[src/sv/utf8_decoder_with_position_core_macros.svh]
// assertion helpers shared by the decoder modules
`ifndef UTF8_DECODER_WITH_POSITION_CORE_MACROS_SVH
`define UTF8_DECODER_WITH_POSITION_CORE_MACROS_SVH

// condition must hold at every edge out of reset
`define U8DP_ASSERT_ALWAYS(lbl, cond, msg) \
  lbl: assert property (@(posedge clk) disable iff (rst) (cond)) else $error(msg);

// consequent must hold in the cycle after the antecedent
`define U8DP_ASSERT_NEXT(lbl, ante, cons, msg) \
  lbl: assert property (@(posedge clk) disable iff (rst) (ante) |=> (cons)) else $error(msg);

`endif

[src/sv/u8dp_pkg.sv]
`default_nettype none
package u8dp_pkg;

  localparam int COUNT_WIDTH = 32;
  // counters never pass 2^32-1, so they need no more than 32 bits
  localparam int CNT_W = (COUNT_WIDTH < 32) ? COUNT_WIDTH : 32;
  localparam int POS_W = 32;
  localparam int CP_W = 21;
  localparam int LEN_W = 3;

  localparam int FQ_DEPTH = 2;
  localparam int FQ_PTR_W = $clog2(FQ_DEPTH);
  localparam int FQ_CNT_W = $clog2(FQ_DEPTH + 1);
  localparam int OQ_DEPTH = 4;
  localparam int OQ_PTR_W = $clog2(OQ_DEPTH);
  localparam int OQ_CNT_W = $clog2(OQ_DEPTH + 1);

  localparam logic [7:0] MASK_TOP1 = 8'b1000_0000;
  localparam logic [7:0] MASK_TOP2 = 8'b1100_0000;
  localparam logic [7:0] MASK_TOP3 = 8'b1110_0000;
  localparam logic [7:0] MASK_TOP4 = 8'b1111_0000;
  localparam logic [7:0] MASK_TOP5 = 8'b1111_1000;
  localparam logic [7:0] MASK_LOW6 = 8'b0011_1111;
  localparam logic [7:0] LF_CODE = 8'h0A;
  localparam logic [7:0] CR_CODE = 8'h0D;

  typedef logic [CNT_W-1:0] cnt_t;

  typedef enum logic [2:0] {
    CLS_ASCII,
    CLS_CONT,
    CLS_LEAD2,
    CLS_LEAD3,
    CLS_LEAD4,
    CLS_BAD
  } byte_cls_t;

  typedef enum logic [1:0] {
    ST_OK,
    ST_BAD_LEAD,
    ST_MISSING,
    ST_TRUNC
  } status_t;

  typedef struct packed {
    logic [7:0] byte_value;
    logic       final_byte;
  } src_item_t;

  typedef struct packed {
    logic [CP_W-1:0]  code_point;
    status_t          status;
    logic [LEN_W-1:0] seq_length;
    logic [POS_W-1:0] line_number;
    logic [POS_W-1:0] column_number;
    logic [POS_W-1:0] point_index;
    logic [POS_W-1:0] byte_offset;
    logic             stream_end;
  } res_item_t;

  typedef struct packed {
    logic [7:0] byte_value;
    logic       final_byte;
    byte_cls_t  cls;
  } cls_item_t;

  // slot 1 is only used together with slot 0
  typedef struct packed {
    logic      push0;
    logic      push1;
    res_item_t res0;
    res_item_t res1;
  } oq_push_t;

  function automatic cnt_t sat_inc(cnt_t v);
    return (&v) ? v : v + cnt_t'(1);
  endfunction

  function automatic res_item_t make_res(logic [CP_W-1:0] cp, status_t st,
                                         logic [LEN_W-1:0] len, cnt_t line, cnt_t col,
                                         cnt_t pt, cnt_t off);
    res_item_t r;
    r.code_point    = cp;
    r.status        = st;
    r.seq_length    = len;
    r.line_number   = POS_W'(line);
    r.column_number = POS_W'(col);
    r.point_index   = POS_W'(pt);
    r.byte_offset   = POS_W'(off);
    r.stream_end    = 1'b0;
    return r;
  endfunction

endpackage
`default_nettype wire

[src/sv/u8dp_front.sv]
`default_nettype none
module u8dp_front
  import u8dp_pkg::*;
(
  input  wire logic      clk,
  input  wire logic      rst,
  input  wire logic      src_valid,
  output logic           src_stall,
  input  wire src_item_t src_data,
  output logic           item_valid,
  output cls_item_t      item,
  input  wire logic      item_take
);

  cls_item_t             q [FQ_DEPTH];
  logic [FQ_PTR_W-1:0]   wp;
  logic [FQ_PTR_W-1:0]   rp;
  logic [FQ_CNT_W-1:0]   cnt;
  logic                  push;
  cls_item_t             cls_in;

  always_comb begin
    cls_in.byte_value = src_data.byte_value;
    cls_in.final_byte = src_data.final_byte;
    priority if ((src_data.byte_value & MASK_TOP1) == 8'h00) cls_in.cls = CLS_ASCII;
    else if ((src_data.byte_value & MASK_TOP2) == MASK_TOP1) cls_in.cls = CLS_CONT;
    else if ((src_data.byte_value & MASK_TOP3) == MASK_TOP2) cls_in.cls = CLS_LEAD2;
    else if ((src_data.byte_value & MASK_TOP4) == MASK_TOP3) cls_in.cls = CLS_LEAD3;
    else if ((src_data.byte_value & MASK_TOP5) == MASK_TOP4) cls_in.cls = CLS_LEAD4;
    else cls_in.cls = CLS_BAD;
  end

  assign src_stall  = (cnt == FQ_CNT_W'(FQ_DEPTH));
  assign push       = src_valid && !src_stall;
  assign item_valid = (cnt != '0);
  assign item       = q[rp];

  always_ff @(posedge clk) begin
    if (push) begin
      q[wp] <= cls_in;
    end
  end

  always_ff @(posedge clk) begin
    if (rst) begin
      wp  <= '0;
      rp  <= '0;
      cnt <= '0;
    end else begin
      if (push) wp <= wp + FQ_PTR_W'(1);
      if (item_take) rp <= rp + FQ_PTR_W'(1);
      unique case ({push, item_take})
        2'b10:   cnt <= cnt + FQ_CNT_W'(1);
        2'b01:   cnt <= cnt - FQ_CNT_W'(1);
        default: cnt <= cnt;
      endcase
    end
  end

endmodule
`default_nettype wire

[src/sv/u8dp_back.sv]
`default_nettype none
`include "utf8_decoder_with_position_core_macros.svh"
module u8dp_back
  import u8dp_pkg::*;
(
  input  wire logic      clk,
  input  wire logic      rst,
  input  wire logic      item_valid,
  input  wire cls_item_t item,
  output logic           item_take,
  input  wire logic      space_ok,
  output oq_push_t       push
);

  logic [1:0]       pend_cnt, pend_cnt_next;
  logic [CP_W-1:0]  acc, acc_next;
  logic [LEN_W-1:0] pend_len, pend_len_next;
  cnt_t             start_off, start_off_next;
  cnt_t             byte_cnt, byte_cnt_next;
  cnt_t             point_cnt, point_cnt_next;
  cnt_t             line_cnt, line_cnt_next;
  cnt_t             col_cnt, col_cnt_next;
  cnt_t             start_line, start_line_next;
  cnt_t             start_col, start_col_next;

  logic             lead;
  logic             a_valid, b_valid;
  res_item_t        res_a, res_b;
  logic [CP_W-1:0]  acc_cont;
  logic [1:0]       pc_dec;
  cnt_t             col_l;
  logic             fin;

  assign item_take = item_valid && space_ok;
  assign fin       = item.final_byte;
  assign acc_cont  = {acc[CP_W-7:0], item.byte_value[5:0] & MASK_LOW6[5:0]};
  assign pc_dec    = pend_cnt - 2'd1;

  always_comb begin
    pend_cnt_next   = pend_cnt;
    acc_next        = acc;
    pend_len_next   = pend_len;
    start_off_next  = start_off;
    byte_cnt_next   = byte_cnt;
    point_cnt_next  = point_cnt;
    line_cnt_next   = line_cnt;
    col_cnt_next    = col_cnt;
    start_line_next = start_line;
    start_col_next  = start_col;
    lead    = 1'b1;
    a_valid = 1'b0;
    b_valid = 1'b0;
    res_a   = '0;
    res_b   = '0;
    col_l   = col_cnt;

    // open sequence: continuation, truncation or abort
    if (pend_cnt != 2'd0) begin
      if (item.cls == CLS_CONT) begin
        lead          = 1'b0;
        acc_next      = acc_cont;
        byte_cnt_next = sat_inc(byte_cnt);
        pend_cnt_next = pc_dec;
        if (pc_dec == 2'd0) begin
          a_valid = 1'b1;
          res_a   = make_res(acc_cont, ST_OK, pend_len, start_line, start_col,
                             point_cnt, start_off);
          point_cnt_next = sat_inc(point_cnt);
          if (acc_cont == CP_W'(LF_CODE)) begin
            line_cnt_next = sat_inc(line_cnt);
            col_cnt_next  = cnt_t'(1);
          end else begin
            col_cnt_next = sat_inc(col_cnt);
          end
        end else if (fin) begin
          a_valid = 1'b1;
          res_a   = make_res('0, ST_TRUNC, pend_len - {1'b0, pc_dec}, start_line,
                             start_col, point_cnt, start_off);
          col_cnt_next  = sat_inc(col_cnt);
          pend_cnt_next = 2'd0;
        end
      end else begin
        a_valid = 1'b1;
        res_a   = make_res('0, ST_MISSING, pend_len - {1'b0, pend_cnt}, start_line,
                           start_col, point_cnt, start_off);
        col_cnt_next  = sat_inc(col_cnt);
        pend_cnt_next = 2'd0;
        col_l         = sat_inc(col_cnt);
      end
    end

    // lead byte, possibly the one that aborted a sequence
    if (lead) begin
      start_off_next  = byte_cnt;
      start_line_next = line_cnt;
      start_col_next  = col_l;
      byte_cnt_next   = sat_inc(byte_cnt);
      b_valid         = 1'b1;
      unique case (item.cls)
        CLS_ASCII: begin
          res_b = make_res(CP_W'(item.byte_value), ST_OK, LEN_W'(1), line_cnt, col_l,
                           point_cnt, byte_cnt);
          point_cnt_next = sat_inc(point_cnt);
          if (item.byte_value == LF_CODE) begin
            line_cnt_next = sat_inc(line_cnt);
            col_cnt_next  = cnt_t'(1);
          end else begin
            col_cnt_next = sat_inc(col_l);
          end
        end
        CLS_LEAD2, CLS_LEAD3, CLS_LEAD4: begin
          if (fin) begin
            res_b = make_res('0, ST_TRUNC, LEN_W'(1), line_cnt, col_l, point_cnt,
                             byte_cnt);
            col_cnt_next = sat_inc(col_l);
            acc_next     = '0;
          end else begin
            b_valid = 1'b0;
            unique case (item.cls)
              CLS_LEAD2: begin
                acc_next      = CP_W'(item.byte_value[4:0]);
                pend_len_next = LEN_W'(2);
                pend_cnt_next = 2'd1;
              end
              CLS_LEAD3: begin
                acc_next      = CP_W'(item.byte_value[3:0]);
                pend_len_next = LEN_W'(3);
                pend_cnt_next = 2'd2;
              end
              default: begin
                acc_next      = CP_W'(item.byte_value[2:0]);
                pend_len_next = LEN_W'(4);
                pend_cnt_next = 2'd3;
              end
            endcase
          end
        end
        default: begin
          // stray continuation or byte that cannot lead
          res_b = make_res('0, ST_BAD_LEAD, LEN_W'(1), line_cnt, col_l, point_cnt,
                           byte_cnt);
          col_cnt_next = sat_inc(col_l);
        end
      endcase
    end

    if (fin) begin
      pend_cnt_next   = 2'd0;
      acc_next        = '0;
      pend_len_next   = '0;
      start_off_next  = '0;
      byte_cnt_next   = '0;
      point_cnt_next  = '0;
      line_cnt_next   = cnt_t'(1);
      col_cnt_next    = cnt_t'(1);
      start_line_next = cnt_t'(1);
      start_col_next  = cnt_t'(1);
      if (b_valid) res_b.stream_end = 1'b1;
      else res_a.stream_end = 1'b1;
    end
  end

  always_comb begin
    push.push0 = item_take && (a_valid || b_valid);
    push.push1 = item_take && a_valid && b_valid;
    push.res0  = a_valid ? res_a : res_b;
    push.res1  = res_b;
  end

  always_ff @(posedge clk) begin
    if (rst) begin
      pend_cnt   <= 2'd0;
      acc        <= '0;
      pend_len   <= '0;
      start_off  <= '0;
      byte_cnt   <= '0;
      point_cnt  <= '0;
      line_cnt   <= cnt_t'(1);
      col_cnt    <= cnt_t'(1);
      start_line <= cnt_t'(1);
      start_col  <= cnt_t'(1);
    end else if (item_take) begin
      pend_cnt   <= pend_cnt_next;
      acc        <= acc_next;
      pend_len   <= pend_len_next;
      start_off  <= start_off_next;
      byte_cnt   <= byte_cnt_next;
      point_cnt  <= point_cnt_next;
      line_cnt   <= line_cnt_next;
      col_cnt    <= col_cnt_next;
      start_line <= start_line_next;
      start_col  <= start_col_next;
    end
  end

  `U8DP_ASSERT_ALWAYS(a_pend_in_len, (pend_cnt == 2'd0) || ({1'b0, pend_cnt} < pend_len), "open sequence count not below its length")
  `U8DP_ASSERT_NEXT(a_fin_clears, item_take && item.final_byte, (pend_cnt == 2'd0) && (byte_cnt == '0), "state not cleared after last byte")

endmodule
`default_nettype wire

[src/sv/u8dp_outq.sv]
`default_nettype none
`include "utf8_decoder_with_position_core_macros.svh"
module u8dp_outq
  import u8dp_pkg::*;
(
  input  wire logic     clk,
  input  wire logic     rst,
  input  wire oq_push_t push,
  output logic          space_ok,
  output logic          res_valid,
  input  wire logic     res_stall,
  output res_item_t     res_data
);

  res_item_t           q [OQ_DEPTH];
  logic [OQ_PTR_W-1:0] wp;
  logic [OQ_PTR_W-1:0] rp;
  logic [OQ_CNT_W-1:0] cnt;
  logic                pop;
  logic [OQ_CNT_W-1:0] n_in;

  // room for the two results one byte can cause
  assign space_ok  = (cnt <= OQ_CNT_W'(OQ_DEPTH - 2));
  assign res_valid = (cnt != '0);
  assign res_data  = q[rp];
  assign pop       = res_valid && !res_stall;
  assign n_in      = OQ_CNT_W'(push.push0) + OQ_CNT_W'(push.push1);

  always_ff @(posedge clk) begin
    if (push.push0) q[wp] <= push.res0;
    if (push.push1) q[wp + OQ_PTR_W'(1)] <= push.res1;
  end

  always_ff @(posedge clk) begin
    if (rst) begin
      wp  <= '0;
      rp  <= '0;
      cnt <= '0;
    end else begin
      wp  <= wp + OQ_PTR_W'(n_in);
      if (pop) rp <= rp + OQ_PTR_W'(1);
      cnt <= cnt + n_in - OQ_CNT_W'(pop);
    end
  end

  `U8DP_ASSERT_ALWAYS(a_no_overflow, cnt <= OQ_CNT_W'(OQ_DEPTH), "result queue overflow")
  `U8DP_ASSERT_ALWAYS(a_slot_order, !push.push1 || (push.push0 && space_ok), "second slot written without first or without room")

endmodule
`default_nettype wire

[src/sv/utf8_decoder_with_position_core.sv]
// channel | direction | payload    | handshake
// src     | in        | src_item_t | src_valid / src_stall
// res     | out       | res_item_t | res_valid / res_stall
//
// one byte per clock while results drain; a byte is queued, then its result is queued
// aborting a sequence without opening one yields two results, one per unstalled clock
// rate is set by the back end, which updates its state for each byte it takes
// rst clears all counters to their start-of-input values; no clearing pass
// src_stall rises only when the two-entry byte queue is full; the back end waits for
// two free result slots
`default_nettype none
module utf8_decoder_with_position_core
  import u8dp_pkg::*;
(
  input  wire logic      clk,
  input  wire logic      rst,
  input  wire logic      src_valid,
  output logic           src_stall,
  input  wire src_item_t src_data,
  output logic           res_valid,
  input  wire logic      res_stall,
  output res_item_t      res_data
);

  logic      item_valid;
  cls_item_t item;
  logic      item_take;
  logic      space_ok;
  oq_push_t  push;

  u8dp_front u_front (
    .clk        (clk),
    .rst        (rst),
    .src_valid  (src_valid),
    .src_stall  (src_stall),
    .src_data   (src_data),
    .item_valid (item_valid),
    .item       (item),
    .item_take  (item_take)
  );

  u8dp_back u_back (
    .clk        (clk),
    .rst        (rst),
    .item_valid (item_valid),
    .item       (item),
    .item_take  (item_take),
    .space_ok   (space_ok),
    .push       (push)
  );

  u8dp_outq u_outq (
    .clk       (clk),
    .rst       (rst),
    .push      (push),
    .space_ok  (space_ok),
    .res_valid (res_valid),
    .res_stall (res_stall),
    .res_data  (res_data)
  );

endmodule
`default_nettype wire
[config.mk]
export PLATFORM = sky130hd
export DESIGN_NAME = utf8_decoder_with_position_core
export DESIGN_NICKNAME = d
export VERILOG_FILES = /design/src/sv/u8dp_pkg.sv /design/src/sv/u8dp_front.sv /design/src/sv/u8dp_back.sv /design/src/sv/u8dp_outq.sv /design/src/sv/utf8_decoder_with_position_core.sv
export VERILOG_INCLUDE_DIRS = /design/src /design/src/sv
export SDC_FILE = /design/constraint.sdc
export NUM_CORES = 2
export LEC_CHECK = 0
export BUFFER_PORTS_ARGS = -buffer_cell sky130_fd_sc_hd__buf_2
export CORE_ASPECT_RATIO = 2
export CORE_MARGIN = 2
export CORE_UTILIZATION = 60
export DETAILED_ROUTE_END_ITERATION = 16
export PLACE_DENSITY_LB_ADDON = 0.3
export REMOVE_ABC_BUFFERS = 1
export SYNTH_ARGS = -nofsm -noshare
export SYNTH_HDL_FRONTEND = slang
export SYNTH_SLANG_ARGS = --single-unit
export TNS_END_PERCENT = 50
[constraint.sdc]
create_clock -name clk -period 9.35 [get_ports clk]
set_clock_uncertainty 0.05 [all_clocks]
set_input_delay 0.4675 -clock clk [delete_from_list [all_inputs] [get_ports clk]]
set_output_delay 0.4675 -clock clk [all_outputs]
set_load 0.01 [all_outputs]
After elaboration in Yosys (flattened, before gate mapping)
Memory sizes are Yosys's and may differ from the RTL's. A register that Yosys moved wholly into a read port is not among the register bits. Cells that the tools add are included.

Register bits after elaboration: 261. Memory bits (writable): 644. Input bits: 13. Word-level logic and storage cells: 170. Memories kept: 2.

Add/subtract/negate cells: 18. Order comparisons: 1. Eq/ne operators: 13. Multiplexer cells: 91. Reduce and logical (&&, ||, !) cells: 29.

Memory list: u_outq.q (depth 4, width 155, read ports 1, clocked after memory_dff 1, wr ports 2, line u8dp_outq.sv:15) `res_item_t q [OQ_DEPTH];`; u_front.q (depth 2, width 12, read ports 1, clocked after memory_dff 1, wr ports 1, line u8dp_front.sv:15) `cls_item_t q [FQ_DEPTH];`.

Operator list (count): $mux 32 (38); $mux 155 (5); $pmux 155 s2 (1); $mux 134 (2); $add 32x1->32 const B (5); $reduce_and 32->1 (5); $mux 21 (5); $pmux 32 s2 (1); $eq 21x4->1 const B (1); $mux 1 (21); $mux 3 (7); $mux 2 (7); $pmux 5 s2 (1); $reduce_bool 2->1 (5); $reduce_bool 3->1 (3); $eq 8x4->1 const B (1); $logic_not 8->1 (1); $pmux 2 s2 (2); $add 2x1->2 const B (3); $eq 2x2->1 const B (3); $eq 3x2->1 const B (2); $eq 3x3->1 const B (2); $logic_and 1x1->1 (6); $pmux 3 s2 (1); other kinds (19) (24).

Logic depth before layout (Yosys ltp)
Depth after elaboration: 10. Mapped depth: 18. Mapped depth without buffers: 14.

Hierarchy
A second synthesis with hierarchy kept.

Cell total of the unflattened synthesis: 3727. Area total of the unflattened synthesis: 47409.2 µm².

Modules (own cells, without submodules): u8dp_outq (instances 1, cells an instance 1551, area each 30377.9 µm², sequential area each 18798.0 µm²); u8dp_back (instances 1, cells an instance 2107, area each 15919.0 µm², sequential area each 4884.7 µm²); u8dp_front (instances 1, cells an instance 69, area each 1112.3 µm², sequential area each 820.8 µm²).

Least setup slack after synthesis
Ideal clock, no wire load.

Path type: reg2reg. Start point: reg (tool-made name). End point: mem u_outq.q[3][54] (netlist name) (data pin). Arrival time: 6.606 ns. Path slack: 2.532 ns. Stages on the path, launching flop included: 13. Buffers on the path: 3. Period minus slack after synthesis: 6.818 ns. Cells stage by stage: dfxtp_1 -> buf_2 -> nor4bb_1 -> nor2_1 -> nor2_1 -> a21oi_1 -> o21ai_1 -> inv_1 -> nand3_1 -> clkbuf_1 -> nand2_1 -> clkbuf_1 -> and2_1.

RTL lines (line): end, declared (u8dp_outq.sv:15).

==> results.cfg <==
[timing]
holdWs_ns = 0.1510
relSlewSlack_pct = 10.09
drv_slew = 0
worstMarginPinSlew_ns = 1.338
layout_min_cycle_time_ns = 5.780
grt_setup_unrepaired = no
setup_violations = 0
fin_crit_sh_pct = 61.82
fmax_ghz = 0.1730
fin_ws_ns = 3.570
setup_tns_ns = 0
finalHoldViolCount = 0

[clock_tree]
cts_resized = 0
clk_latency_ns = 0.66
root_buffer = clkbuf_16
cts_tree = built
htree_num_levels = 3
cts_max_path_buffers = 3
cts.clk_slew.worst_paths_ns = 0.06
numClockSinks = 902
numCtsBuffers = 76

[die]
die_h_um = 379.7
dieArea_um2 = 72850
start_util_pct = 60.70
rows = 137
core_um2 = 69770
fp.dieW_um = 191.9
ios = 170

[placed_design]
dp_hpwl_um = 69360
io_buffer_count = 169
pre_cts_ws_ns = 3.705
dp.cells = 4463
dpl_cell_area_um2 = 43690
place_congestion = 1.021

[detailed_routing]
drcViolationCount = 0
drtIter0Drc = 3319
wirelength_um = 118000
dr.pass1.iters = 8
vias = 31510
wl_per_cell_um = 25.57
ant_nets = 0
drt-vias-per-instance = 6.830

[setup_path]
cpMostUsedCell = nor2_1
r2r_setup_slack_ns = 3.57
crit_required_ns = 9.57
reg2regPathDepth = 10
slowest_stage = dfxtp_1
crit_buf_inv = 3
reg2reg_to = u_outq.q[3][70]
worstPathCellList = nor4b_1 -> nor2_1 -> nor2_1 -> a21oi_1 -> buf_4 -> o21ai_1 -> inv_1 -> nand3_2 -> nand2_4 -> buf_12
slowest_delay_ns = 1.00
arrival_ns = 6.00
path_class = flip-flop to flip-flop
path_depth = 10
endpoint = u_outq.q[3][70]
startpoint_type = flip-flop
crit_path_max_fanout = 100
crit_family = simple AND/OR/NAND/NOR gates
cp-end-kind = flip-flop

[synthesis]
syn_area_um2 = 42350
synth_flop_cell = edfxtp_1
ys_warn_count = 0
syn_inst = 3669
synth-edff-count = 584
ys_async_sr_fraction_pct = 0
synth_cell_types = 87
syn_area_per_cell_um2 = 11.54
yosysSeqAreaShare_pct = 56.45
ys_ff_latch = 902

[worst_hold_path]
hp-class = input port to flip-flop

[pwr]
p_leak_nw = 14.48
pwr_density_cell_nw_per_um2 = 246.9
ir_drop_v = 0.0002591

[final_layout]
final_layout_size_suffix_gt1_share_pct = 14.85
layout_common_cells = edfxtp_1 (584), nor2_1 (390), dfxtp_1 (316), a22o_1 (264), o21ai_0 (244)
antenna_cells_inserted = 0
fillers = 5145
stdcell_area_um2 = 46290
final_nets = 3678
area_growth_pct = 9.319
final_common_cell = edfxtp_1
stdcell_count = 4613

[global_routing]
antenna_found_initial = 0
grt_usage_pct = 32.38
grt_max_degree = 155
grt_overflow = 0
grt_pass1_wl_um = 179300
first_global_vias = 31640

[outcome]
status = completed

[job]
drv_cap = 0
## area by class of cell
cell class                 count  area, um2  share of cell area [%]
sequential                   902      23910                   51.65
multi-input combinational   2401      17180                   37.11
clock buffer                 117       2260                   4.881
timing repair buffer         234       1438                   3.105
tap                          903       1130                   2.441
clock inverter                24      255.2                  0.5514
inverter                      32      120.1                  0.2595
## power by group
group          switching [W]  leakage [nW]  internal (W)
sequential          0.000216          7.53       0.00477
clock                0.00146          1.23       0.00179
combinational        0.00214          5.72       0.00105
total                0.00382          14.5       0.00761
## synth_stat cells (13+ instances only)
| cell type | instances | area share [%] |
|---|---|---|
| or3_1 | 44 | 0.65 |
| inv_1 | 31 | 0.27 |
| nand3_1 | 109 | 1.3 |
| and2_1 | 128 | 1.9 |
| a22oi_1 | 106 | 1.9 |
| nand4_1 | 36 | 0.53 |
| nor3_1 | 59 | 0.70 |
| buf_2 | 27 | 0.32 |
| and3_1 | 26 | 0.38 |
| a31oi_1 | 14 | 0.21 |
| nand2_1 | 245 | 2.2 |
| buf_1 | 52 | 0.46 |
| a211oi_1 | 13 | 0.23 |
| and4_1 | 15 | 0.31 |
| nor4_1 | 19 | 0.28 |
| ha_1 | 15 | 0.44 |
| xor2_1 | 64 | 1.3 |
| o22ai_1 | 23 | 0.34 |
| nor2_1 | 399 | 3.5 |
| nand2b_1 | 17 | 0.25 |
| o21ai_0 | 244 | 2.9 |
| a22o_1 | 264 | 5.5 |
| clkbuf_1 | 248 | 2.2 |
| a21oi_1 | 138 | 1.6 |
| edfxtp_1 | 584 | 41 |
| mux2i_1 | 16 | 0.38 |
| o31ai_1 | 17 | 0.30 |
| o21ai_1 | 14 | 0.17 |
| mux4_2 | 155 | 8.2 |
| dfxtp_1 | 318 | 15 |
| xnor2_1 | 57 | 1.2 |
## worst min path at each step
stage          slack (ns)              from                to  depth (start not counted)
6_report             0.15         res_stall         flip-flop                          4
5_1_grt              0.18         res_stall         flip-flop                          4
4_1_cts              0.14         res_stall      u_outq.rp[0]                          4
3_5_place_dp         0.41  u_outq.q[1][152]  u_outq.q[1][152]                          2
3_3_place_gp         0.40  u_outq.q[1][146]  u_outq.q[1][146]                          2
2_1_floorplan        0.39  u_outq.q[1][130]  u_outq.q[1][130]                          2
## through the flow
step	power [W]	util (%)
finish	0.01143	66.36
global route	0.01179	66.36
CTS	0.01143	66.36
detailed placement	0.008223	62.62
global placement	0.008168	62.62
floorplan	0.006948	-
## timing repair
item,in CTS,in global routing
setup buffers,0,0
endpoints found under the hold margin,18,0
hold buffers,9,0
## kinds of logic after synthesis
kind of cell	Yosys count	synth area share [%]
simple gates	1159	13.23
compound gates	928	15.10
flops	902	56.45
buf+inv	366	3.404
mux	175	8.728
xor+xnor	121	2.503
fa+ha+maj	18	0.5850
## sequential cells by signal, indices dropped and copies added, names as in the netlist, named ones only
register and flops:
u_outq.q 620, u_back.byte_cnt 32, u_back.col_cnt 32, u_back.line_cnt 32
u_back.point_cnt 32, u_back.start_col 32, u_back.start_line 32, u_back.start_off 32
u_front.q 24, u_back.acc 15, u_back.pend_len 3, u_outq.cnt 3
u_back.pend_cnt 2, u_front.cnt 2, u_outq.rp 2, u_outq.wp 2
u_front.rp 1, u_front.wp 1
## routing by layer
| layer | vias to the layer above | GRT usage [%] | wire length, um |
|---|---|---|---|
| li1 | 13790 | - | - |
| met5 | - | 0 | 0 |
| met2 | 1777 | 56.08 | 60570 |
| met1 | 15470 | 37.04 | 40570 |
| met3 | 472 | 5.522 | 10010 |
| met4 | 0 | 19.53 | 6804 |
## tightest hold or removal path, delay by kind of cell
kind	cells	cell delay (ns)
and+or+nand+nor	2	0.14
buffers and inverters	1	0.07
xor gates and xnor gates	1	0.14
No activity file was read; power rests on OpenSTA's default activity.
